[src/rtl/svl_pkg.sv]
// Package for the servo slew limiter: payload types, register indexes and constants.
`timescale 1ns / 1ps

package svl_pkg;

    localparam int FRAC_BITS_DEF = 8;

    localparam int ANGLE_W   = 8;
    localparam int SPEED_W   = 10;
    localparam int TIME_W    = 32;
    localparam int PULSE_W   = 12;
    localparam int CFG_IDX_W = 2;
    localparam int CFG_DAT_W = 10;

    localparam logic [ANGLE_W-1:0] ANGLE_FULL = 8'd180;
    localparam logic [ANGLE_W-1:0] ANGLE_MID  = 8'd90;
    localparam logic [SPEED_W-1:0] SPEED_RST  = 10'd180;
    localparam logic [PULSE_W-1:0] PULSE_MIN  = 12'd600;
    localparam logic [10:0]        MS_PER_S   = 11'd1000;

    // pulse span is a*1900/180 = floor(a*95/9); 1/9 taken as 58255 / 2^19
    localparam logic [6:0]  SPAN_NUM   = 7'd95;
    localparam logic [15:0] RECIP_NINE = 16'd58255;
    localparam int          RECIP_SH   = 19;

    typedef enum logic [CFG_IDX_W-1:0] {
        CFG_MIN_ANGLE  = 2'd0,
        CFG_MAX_ANGLE  = 2'd1,
        CFG_SLEW_SPEED = 2'd2,
        CFG_REVERSE    = 2'd3
    } t_cfg_idx;

    typedef struct packed {
        logic               func;
        logic [ANGLE_W-1:0] target_angle;
        logic [TIME_W-1:0]  now_ms;
    } t_in;

    typedef struct packed {
        logic [ANGLE_W-1:0] angle_out;
        logic [PULSE_W-1:0] pulse_us;
    } t_out;

endpackage

[src/rtl/servo_slew_limited_pulse.sv]
// Servo slew-rate limiter: clamps the goal, steps the angle by a bit-serial divide, forms the pulse.
//
// Input channel (i_in_valid / o_in_stall, payload i_in): func 1 stores a new goal
// angle, func 0 is a tick carrying the millisecond time. Every request yields one
// result on the output channel (o_out_valid / i_out_stall, payload o_out): the
// integer angle and the pulse width in microseconds.
// Configuration writes (i_cfg_valid / o_cfg_ready) take i_cfg_index 0..3 for
// min angle, max angle, slew speed and reverse; o_cfg_ready is always high.
// One request is worked on at a time. A set request passes through the pulse and
// output states; a tick whose goal is already reached goes from the multiply state
// to those two, and a moving tick runs the multiply, divide and update states first:
// the step speed*elapsed*2^FRAC_BITS/1000 comes out of a restoring divider that
// takes one dividend bit per cycle over its 42 + FRAC_BITS dividend bits.
// The output register holds a finished result while the receiver stalls; the
// next request is still taken, and its result waits in the last stage until the
// output register frees up.
// Synchronous reset puts the angle and goal at 90 degrees, the tick time at zero
// and the registers at their defaults (0, 180, 180 deg/s, not reversed).
`timescale 1ns / 1ps

module servo_slew_limited_pulse #(
    parameter int FRAC_BITS = svl_pkg::FRAC_BITS_DEF
) (
    input  logic                                     i_clk,
    input  logic                                     i_rst_n,
    input  logic                                     i_in_valid,
    output logic                                     o_in_stall,
    input  svl_pkg::t_in                             i_in,
    output logic                                     o_out_valid,
    input  logic                                     i_out_stall,
    output svl_pkg::t_out                            o_out,
    input  logic                                     i_cfg_valid,
    output logic                                     o_cfg_ready,
    input  logic [svl_pkg::CFG_IDX_W-1:0]            i_cfg_index,
    input  logic [svl_pkg::CFG_DAT_W-1:0]            i_cfg_data
);

    localparam int AW    = svl_pkg::ANGLE_W;
    localparam int CW    = AW + FRAC_BITS;          // current angle, fixed point
    localparam int QW    = CW + 1;                  // quotient, one guard bit
    localparam int XW    = svl_pkg::SPEED_W + svl_pkg::TIME_W;
    localparam int NBITS = XW + FRAC_BITS;          // dividend bits
    localparam int CNTW  = $clog2(NBITS);

    typedef enum logic [5:0] {
        S_IDLE  = 6'b000001,
        S_MUL   = 6'b000010,
        S_DIV   = 6'b000100,
        S_UPD   = 6'b001000,
        S_PULSE = 6'b010000,
        S_OUT   = 6'b100000
    } t_state;

    t_state r_state, n_state;

    logic [AW-1:0]                   r_min, r_max;
    logic [svl_pkg::SPEED_W-1:0]     r_speed;
    logic                            r_rev;

    logic [AW-1:0]                   r_goal, n_goal;
    logic [CW-1:0]                   r_cur, n_cur;
    logic [svl_pkg::TIME_W-1:0]      r_last, n_last;
    logic [svl_pkg::TIME_W-1:0]      r_elapsed, n_elapsed;

    logic [NBITS-1:0]                r_x, n_x;
    logic [9:0]                      r_rem, n_rem;
    logic [QW-1:0]                   r_q, n_q;
    logic                            r_sat, n_sat;
    logic [CNTW-1:0]                 r_cnt, n_cnt;
    logic [CW-1:0]                   r_diff, n_diff;
    logic                            r_up, n_up;

    logic [AW-1:0]                   r_a, n_a;
    logic [14:0]                     r_m95, n_m95;

    logic                            r_out_valid, n_out_valid;
    svl_pkg::t_out                   r_out, n_out;

    logic [AW-1:0]                   hi, lo, goal_clamped;
    logic [CW-1:0]                   goal_fx;
    logic [10:0]                     trial;
    logic                            qbit;
    logic [AW-1:0]                   a_int, m_ang;
    logic [30:0]                     span_prod;
    logic                            in_acc, out_free;

    assign o_in_stall  = (r_state != S_IDLE);
    assign o_out_valid = r_out_valid;
    assign o_out       = r_out;
    assign o_cfg_ready = 1'b1;

    assign in_acc   = i_in_valid && !o_in_stall;
    assign out_free = !r_out_valid || !i_out_stall;

    always_comb begin
        hi = (r_max > svl_pkg::ANGLE_FULL) ? svl_pkg::ANGLE_FULL : r_max;
        lo = (r_min > svl_pkg::ANGLE_FULL) ? svl_pkg::ANGLE_FULL : r_min;
        if (r_goal > hi) begin
            goal_clamped = hi;
        end else if (r_goal < lo) begin
            goal_clamped = lo;
        end else begin
            goal_clamped = r_goal;
        end
        goal_fx   = CW'(r_goal) << FRAC_BITS;
        trial     = {r_rem, r_x[NBITS-1]};
        qbit      = (trial >= svl_pkg::MS_PER_S);
        a_int     = AW'(r_cur >> FRAC_BITS);
        if (a_int > svl_pkg::ANGLE_FULL) begin
            a_int = svl_pkg::ANGLE_FULL;
        end
        m_ang     = r_rev ? (svl_pkg::ANGLE_FULL - a_int) : a_int;
        span_prod = 31'(r_m95) * 31'(svl_pkg::RECIP_NINE);
    end

    always_comb begin
        n_state     = r_state;
        n_goal      = r_goal;
        n_cur       = r_cur;
        n_last      = r_last;
        n_elapsed   = r_elapsed;
        n_x         = r_x;
        n_rem       = r_rem;
        n_q         = r_q;
        n_sat       = r_sat;
        n_cnt       = r_cnt;
        n_diff      = r_diff;
        n_up        = r_up;
        n_a         = r_a;
        n_m95       = r_m95;
        n_out       = r_out;
        n_out_valid = r_out_valid && i_out_stall;

        case (r_state)
            S_IDLE: begin
                if (in_acc) begin
                    if (i_in.func) begin
                        n_goal  = i_in.target_angle;
                        n_state = S_PULSE;
                    end else begin
                        n_goal    = goal_clamped;
                        n_elapsed = i_in.now_ms - r_last;
                        n_last    = i_in.now_ms;
                        n_state   = S_MUL;
                    end
                end
            end
            S_MUL: begin
                n_x   = NBITS'(XW'(r_speed) * XW'(r_elapsed)) << FRAC_BITS;
                n_rem = '0;
                n_q   = '0;
                n_sat = 1'b0;
                n_cnt = CNTW'(NBITS - 1);
                n_up  = (goal_fx > r_cur);
                n_diff = (goal_fx > r_cur) ? (goal_fx - r_cur) : (r_cur - goal_fx);
                n_state = (goal_fx == r_cur) ? S_PULSE : S_DIV;
            end
            S_DIV: begin
                // one dividend bit per cycle, remainder stays below 1000
                n_rem = qbit ? 10'(trial - svl_pkg::MS_PER_S) : trial[9:0];
                n_x   = r_x << 1;
                n_sat = r_sat | r_q[QW-1];
                n_q   = {r_q[QW-2:0], qbit};
                n_cnt = r_cnt - 1'b1;
                if (r_cnt == '0) begin
                    n_state = S_UPD;
                end
            end
            S_UPD: begin
                // stop at the goal when the step reaches it
                if (r_sat || (r_q >= {1'b0, r_diff})) begin
                    n_cur = goal_fx;
                end else if (r_up) begin
                    n_cur = r_cur + r_q[CW-1:0];
                end else begin
                    n_cur = r_cur - r_q[CW-1:0];
                end
                n_state = S_PULSE;
            end
            S_PULSE: begin
                n_a     = a_int;
                n_m95   = 15'(m_ang) * 15'(svl_pkg::SPAN_NUM);
                n_state = S_OUT;
            end
            S_OUT: begin
                // hold until the output register frees up
                if (out_free) begin
                    n_out.angle_out = r_a;
                    n_out.pulse_us  = svl_pkg::PULSE_MIN
                                      + svl_pkg::PULSE_W'(span_prod >> svl_pkg::RECIP_SH);
                    n_out_valid     = 1'b1;
                    n_state         = S_IDLE;
                end
            end
            default: begin
                n_state = S_IDLE;
            end
        endcase
    end

    always_ff @(posedge i_clk) begin
        if (!i_rst_n) begin
            r_state     <= S_IDLE;
            r_out_valid <= 1'b0;
            r_min       <= '0;
            r_max       <= svl_pkg::ANGLE_FULL;
            r_speed     <= svl_pkg::SPEED_RST;
            r_rev       <= 1'b0;
            r_goal      <= svl_pkg::ANGLE_MID;
            r_cur       <= CW'(svl_pkg::ANGLE_MID) << FRAC_BITS;
            r_last      <= '0;
        end else begin
            r_state     <= n_state;
            r_out_valid <= n_out_valid;
            r_goal      <= n_goal;
            r_cur       <= n_cur;
            r_last      <= n_last;
            if (i_cfg_valid && o_cfg_ready) begin
                case (i_cfg_index)
                    svl_pkg::CFG_MIN_ANGLE:  r_min   <= i_cfg_data[AW-1:0];
                    svl_pkg::CFG_MAX_ANGLE:  r_max   <= i_cfg_data[AW-1:0];
                    svl_pkg::CFG_SLEW_SPEED: r_speed <= i_cfg_data[svl_pkg::SPEED_W-1:0];
                    svl_pkg::CFG_REVERSE:    r_rev   <= i_cfg_data[0];
                    default: begin
                    end
                endcase
            end
        end
    end

    always_ff @(posedge i_clk) begin
        r_elapsed <= n_elapsed;
        r_x       <= n_x;
        r_rem     <= n_rem;
        r_q       <= n_q;
        r_sat     <= n_sat;
        r_cnt     <= n_cnt;
        r_diff    <= n_diff;
        r_up      <= n_up;
        r_a       <= n_a;
        r_m95     <= n_m95;
        r_out     <= n_out;
    end

    a_angle_range: assert property (@(posedge i_clk) disable iff (!i_rst_n)
        (r_cur >> FRAC_BITS) <= CW'(svl_pkg::ANGLE_FULL))
        else $error("current angle above full scale");

    a_rem_range: assert property (@(posedge i_clk) disable iff (!i_rst_n)
        (r_state == S_DIV) |=> (r_rem < svl_pkg::MS_PER_S[9:0]))
        else $error("divider remainder out of range");

    a_out_from_last: assert property (@(posedge i_clk) disable iff (!i_rst_n)
        $rose(o_out_valid) |-> $past(r_state == S_OUT))
        else $error("result shown outside the output stage");

    a_out_taken: assert property (@(posedge i_clk) disable iff (!i_rst_n)
        (r_state == S_OUT && out_free) |=> (o_out_valid && r_state == S_IDLE))
        else $error("finished result not moved to output");

endmodule
[config.mk]
export PLATFORM = sky130hd
export DESIGN_NAME = servo_slew_limited_pulse
export DESIGN_NICKNAME = d
export VERILOG_FILES = /design/src/rtl/svl_pkg.sv /design/src/rtl/servo_slew_limited_pulse.sv
export SDC_FILE = /design/constraint.sdc
export NUM_CORES = 2
export LEC_CHECK = 0
export BUFFER_PORTS_ARGS = -buffer_cell sky130_fd_sc_hd__buf_2
export CAP_MARGIN = 30
export CORE_UTILIZATION = 45
export DETAILED_ROUTE_END_ITERATION = 8
export SYNTH_ARGS = -nofsm -noshare
export SYNTH_HDL_FRONTEND = slang
export SYNTH_SLANG_ARGS = --single-unit
[constraint.sdc]
create_clock -name i_clk -period 14.9 [get_ports i_clk]
set_clock_uncertainty 0.2 [all_clocks]
set_input_delay 2.235 -clock i_clk [delete_from_list [all_inputs] [get_ports i_clk]]
set_output_delay 2.235 -clock i_clk [all_outputs]
set_load 0.05 [all_outputs]
# Word-level counts from Yosys, hierarchy flattened
# Cells that the tools add are included.
op_classes:
  n_addsub: 9
  n_mul: 3
  order_cmp: 8
  eq_ne: 14
  n_mux: 24
  bitwise: 2
  reduce_logical: 19
op_table:
  columns: ["operator", "n"]
  rows:
  - ["one-hot mux 50 bit (2 select lines)", 1]
  - ["two-way mux 8 bit", 7]
  - ["two-way mux 16 bit", 3]
  - ["subtractor 16 bit", 3]
  - ["multiplier 10 x 32 -> 42 bit", 1]
  - ["one-hot mux 6 bit (6 select lines)", 1]
  - ["one-hot mux 17 bit (2 select lines)", 1]
  - ["subtractor 32 bit", 1]
  - ["multiplier 15 x 16 -> 31 bit (second input constant)", 1]
  - ["greater-than comparator 8 bit (second input constant)", 3]
  - ["one-hot mux 10 bit (2 select lines)", 1]
  - ["two-way mux 6 bit", 3]
  - ["greater-or-equal comparator 17 x 16 -> 1 bit", 1]
  - ["adder 16 bit", 1]
  - ["== test 16 bit", 1]
  - ["greater-than comparator 16 bit", 1]
  - ["multiplier 8 x 7 -> 15 bit (second input constant)", 1]
  - ["adder 10 x 12 -> 12 bit (first input constant)", 1]
  - ["one-hot mux 6 bit (2 select lines)", 1]
  - ["greater-or-equal comparator 11 x 10 -> 1 bit (second input constant)", 1]
  - ["two-way mux 10 bit", 1]
  - ["two-way mux 5 bit", 2]
  - ["AND reduction 2 bit", 5]
  - ["subtractor 10 bit (second input constant)", 1]
  - ["26 further kinds", 36]
word_totals:
  reg_bits: 266
  in_bits: 58
  wordCells: 100

# Longest topological paths before layout
depth:
  depth_word: 6
  depth_mapped: 32
  depth_no_buf: 32

# Worst setup path after synthesis
# Ideal clock, no wire load.
synth_path:
  kind: "flip-flop to flip-flop"
  from: "reg r_speed[3] in the netlist's numbering"
  to: "reg r_x[47], data pin"
  setup_time_ps: 265
  t_arrival_ps: 6009
  required_time_ps: 14435
  path_slack_ps: 8426
  stages_incl_launch_ff: 27
  path_buffers: 3
  path_cell_list: "dfxtp_1 > clkbuf_1 > clkbuf_1 > nand2_1 > fa_1 > inv_1 > fa_1 > inv_1 > fa_1 > inv_1 > fa_1 > inv_1 > fa_1 > inv_1 > ha_1 > buf_6 > a21o_1 > a21o_1 > a21oi_2 > o21ai_1 > a311o_1 > a41o_1 > a211oi_2 > o21ai_2 > a41oi_2 > xor2_1 > o21ai_1"
synth_between:
  elab_chain_cells: 2
synth_rtl:
  columns: ["item", "line", "text"]
  rows:
  - ["start, declared", "servo_slew_limited_pulse.sv:57", "logic [svl_pkg::SPEED_W-1:0] r_speed;"]
  - ["start signal, assigned", "servo_slew_limited_pulse.sv:207", "r_speed <= svl_pkg::SPEED_RST;"]
  - ["start signal, assigned", "servo_slew_limited_pulse.sv:222", "svl_pkg::CFG_SLEW_SPEED: r_speed <= i_cfg_data[svl_pkg::SPEED_W-1:0];"]
  - ["multiplier 10 x 32 -> 42 bit", "servo_slew_limited_pulse.sv:149", "n_x = NBITS'(XW'(r_speed) * XW'(r_elapsed)) << FRAC_BITS;"]
  - ["one-hot mux 50 bit (2 select lines)", "servo_slew_limited_pulse.sv:134", "case (r_state)"]
  - ["via n_x[47]", "servo_slew_limited_pulse.sv:65", "logic [NBITS-1:0] r_x, n_x;"]
  - ["end signal, assigned", "servo_slew_limited_pulse.sv:233", "r_x <= n_x;"]
  - ["end, declared", "servo_slew_limited_pulse.sv:65", null]
# The timed path passes the listed nets, and every way through them passes these cells. The select of a mux whose other input is x is not followed.
# A chain may end at the register's enable or synchronous reset.

# Final worst setup path
layout_path:
  from: "reg r_cur[9]"
  to: "reg r_m95[14], data pin"
layout_between:
  elab_chain_cells: 5
layout_rtl:
  columns: ["item", "line", "text"]
  rows:
  - ["start, declared", "servo_slew_limited_pulse.sv:61", "logic [CW-1:0] r_cur, n_cur;"]
  - ["start signal, assigned", "servo_slew_limited_pulse.sv:210", "r_cur <= CW'(svl_pkg::ANGLE_MID) << FRAC_BITS;"]
  - ["start signal, assigned", "servo_slew_limited_pulse.sv:216", "r_cur <= n_cur;"]
  - ["greater-than comparator 8 bit (*)", "servo_slew_limited_pulse.sv:109", "if (a_int > svl_pkg::ANGLE_FULL) begin"]
  - ["two-way mux 8 bit (*)", "servo_slew_limited_pulse.sv:109", null]
  - ["via a_int[0]", "servo_slew_limited_pulse.sv:83", "logic [AW-1:0] a_int, m_ang;"]
  - ["subtractor 8 bit", "servo_slew_limited_pulse.sv:112", "m_ang = r_rev ? (svl_pkg::ANGLE_FULL - a_int) : a_int;"]
  - ["two-way mux 8 bit (*)", "servo_slew_limited_pulse.sv:112", null]
  - ["multiplier 8 x 7 -> 15 bit (*)", "servo_slew_limited_pulse.sv:182", "n_m95 = 15'(m_ang) * 15'(svl_pkg::SPAN_NUM);"]
  - ["end signal, assigned", "servo_slew_limited_pulse.sv:241", "r_m95 <= n_m95;"]
  - ["end, declared", "servo_slew_limited_pulse.sv:74", "logic [14:0] r_m95, n_m95;"]
# Mark *: on every way through the listed nets, which the timed path passes. The rest lies on a longest branch.

==> out/metrics.csv <==
metric,value,unit
Post-Synth Simple-Gate Area,14.21,%
Die ar.,65440,sq um
post-cts sizing count,0,
H-tree depth,2,
initial antenna violation count,1,
Boundary Pins,81,
1st-iter DRT viols,1233,
FILL cells,5994,
die height,255.8,um
Post-CTS Hold Fix Bufs,0,
CTS tree,done,
clock root buffer,clkbuf_16,
CP Data Arrival Time,7.19,ns
GPL Wtd Cong,0.8902,
Mapped Cells,3140,
async set-or-reset flop fraction in the synthesized netlist,0,%
maximum VDD drop,0.1008,mV
first-pass GRT wire length,113.1,mm
YS warnings,0,
number of global-route vias before repair,22290,
Power Dens Cells,176.9,nW/um^2
Clock Sinks,257,
Final ANT Viol Nets,0,
Layout Cells excl Fill,4042,
total track usage,21.34,%
Required @ worst endpoint,15.00,ns
Clock Path Buffers,3,
setup_tns,0,ns
Worst-path clk slew,0.06,ns
Area contributors post-synth,"fa_1 23%, edfxtp_1 17%, ha_1 14%, inv_1 7.1%, dfxtp_1 6.2%",
maxcap violations,0,
DRC Markers,0,
worst-margin pin slew,0.8875,ns
total CTS buffers,36,
final hold violation count,0,
Synth Net Count,3856,
largest family of logic cells by synthesized area,adder cells,
Syn Area/Cell,9.233,sq um
nets,3886,
IO Port Bufs,79,
Rel. slew slack,40.84,%
"Slowest-stage cell, CP",nor4b_1,
number of setup violations in the final report,0,
sequential cell area fraction in the yosys report,23.51,%
initial cell density of the core,45.79,%
Tcrit/Tclk final,47.53,%
critical setup path kind,reg -> reg,
"Cell Area, Synth",28990,sq um
Compound-Gate Fraction of Synth Area,10.85,%
Post-Synth XOR/XNOR Area,4.622,%
die width,255.8,um
pre-CTS WS,7.864,ns
Setup WS post-layout,7.818,ns
DR vias,21180,
via-per-instance ratio,5.241,
dpl hpwl,53.53,mm
Worst path most repeated cell,nor2_1,
"FF+latch count, synth",257,
post-synth top area share,22.79,%
Final Max Slew Viols,0,
core area,63310,sq um
area delta synth->final,8.377,%
Cell Rows,92,
ys flop type,edfxtp_1,
RSZ-0062 raised after global routing,no,
largest area contributor in the netlist,fa_1,
grt ovf,0,
Max Freq,141.2,MHz
Routed WL per cell,17.00,um
diode count,0,
highest cell delay on the worst timing path,0.55,ns
outcome,finished clean,
DP Cell Count,3977,
layout cell share with drive strength beyond 1,6.101,%
worst-path fanout max,7,
Worst Setup Start Kind,register,
Tmin final,7.082,ns
Hold Path Class,reg -> reg,
mux contribution to synthesized area,1.187,%
Pleak,14.75,nW
largest net degree at the start of global routing,70,
setup bufs post-CTS,0,
critical path capture point type,register,
1st-pass router iterations,5,
"Distinct cells, synth",87,
final WL,68.71,mm
count of flip-flops with a built-in enable after synthesis,167,
clk_lat worst skew,0.57,ns
adder-cell share of the synthesized area,36.94,%
per-stage QoR:
stage               utilization (%)  hold WS [ns]  area (sq um)  power, W
floorplan                         -        0.2003         28990  0.003827
global placement              47.71        0.2102         30210  0.004582
detailed placement            47.71        0.2074         30210  0.004662
CTS                           49.61        0.2045         31410  0.005596
global route                  49.63        0.2219         31420  0.006098
finish                        49.63        0.2123         31420  0.005557
critical path, delay by kind of cell, from the launching register on:
kind | cells | cell delay [ns]
xor+xnor | 2 | 0.39
compound gates | 7 | 1.37
fa+ha+maj | 6 | 2.58
buf+inv | 5 | 0.40
flops | 1 | 0.38
simple gates | 8 | 1.51
synthesized netlist by cell type (all sizes together), types with 6 or more instances:
| library cell | number |
|---|---|
| a31oi | 15 |
| clkbuf | 90 |
| nand2 | 385 |
| nor2 | 149 |
| o21a | 20 |
| a211oi | 12 |
| nand2b | 14 |
| dfxtp | 90 |
| o21ai | 90 |
| o21bai | 26 |
| or2 | 9 |
| edfxtp | 167 |
| a21o | 54 |
| xnor2 | 94 |
| nand3b | 7 |
| o31ai | 9 |
| and2 | 174 |
| a41oi | 6 |
| ha | 328 |
| o211ai | 19 |
| nor2b | 14 |
| a21oi | 200 |
| nand4 | 9 |
| xor2 | 59 |
| nand3 | 45 |
| and3 | 14 |
| or3 | 6 |
| buf | 20 |
| inv | 554 |
| fa | 330 |
| nor3 | 20 |
| mux2i | 31 |
| nor4 | 8 |
worst paths after layout:
path,from,end,slack (ns),depth (start not counted)
setup / recovery,r_cur[9]$_SDFFE_PN1P_,r_m95[14]$_DFFE_PP_,7.82,28
setup reg to reg,r_cur[9]$_SDFFE_PN1P_,r_m95[14]$_DFFE_PP_,7.82,28
hold reg to reg,r_a[5]$_DFFE_PP_,o_out[17]$_DFFE_PP_,0.21,0
hold / removal,r_a[5]$_DFFE_PP_,o_out[17]$_DFFE_PP_,0.21,0
sequential cells by signal, indices dropped and copies added, names as in the netlist:
register / flops
r_state: 6
r_rem: 10
r_diff: 16
r_a: 8
r_up: 1
o_out_valid: 1
r_elapsed: 32
r_x: 42
r_q: 17
r_cur: 16
r_rev: 1
r_cnt: 6
r_min: 8
o_out: 20
r_speed: 10
r_last: 32
r_m95: 14
r_max: 8
r_goal: 8
r_sat: 1
cells in the final DEF (no fill, tap or decap), types with 5 or more instances in the layout:
master / netlist / final
inv_1: 552 / 551
nand2_1: 384 / 383
fa_1: 330 / 330
ha_1: 328 / 328
a21oi_1: 198 / 197
and2_1: 174 / 174
edfxtp_1: 167 / 167
nor2_1: 148 / 148
xnor2_1: 94 / 94
dfxtp_1: 90 / 90
buf_2: 1 / 79
o21ai_0: 64 / 64
xor2_1: 59 / 59
a21o_1: 54 / 54
nand3_1: 45 / 45
clkbuf_16: 0 / 38
mux2i_1: 31 / 31
o21bai_1: 25 / 25
o21ai_1: 24 / 24
buf_4: 1 / 23
nor3_1: 20 / 20
o21a_1: 20 / 20
o211ai_1: 19 / 19
nor2b_1: 14 / 14
and3_1: 14 / 14
a31oi_1: 14 / 14
nand2b_1: 14 / 14
a211oi_1: 9 / 9
nand4_1: 9 / 9
nor4_1: 8 / 8
nand3b_1: 7 / 7
clkbuf_1: 90 / 7
or3_1: 6 / 6
o31ai_1: 6 / 6
and4_1: 5 / 5
or2_2: 5 / 5
a211o_1: 5 / 5
cell type report:
class / count / area, sq um / share of cell area, %
well taps: 846 / 1059 / 3.369
clock buffers: 46 / 991.0 / 3.154
multi-input cells: 2218 / 19690 / 62.66
clock inverters: 18 / 215.2 / 0.6850
repair buffers: 102 / 568.0 / 1.808
flip-flops and latches: 257 / 6817 / 21.70
inverters: 555 / 2083 / 6.631
cell families (layout without fill, tap and decap cells):
family                     Yosys count  in the layout
AOI/OAI and AO/OA                  497            497
muxes                               34             34
adders and majority gates          658            658
xor gates and xnor gates           153            153
and+or+nand+nor                    875            875
other                                1              1
buffers and inverters              665            721
DFF                                257            257
metal layers:
layer	track usage (%)	routed length [um]	vias to the layer above
li1	-	-	10220
met3	4.070	3903	88
met2	35.73	32150	444
met5	0	0	-
met1	28.50	31300	10440
met4	4.940	1356	0
report_power, final:
group	total, W	leakage (nW)	internal (W)	switching [W]
registers	0.00103	2.24	0.000968	0.0000628
clock network	0.000892	0.576	0.000541	0.000351
logic	0.00363	11.9	0.00149	0.00214
Note: power is estimated with default switching activity, not from simulation.
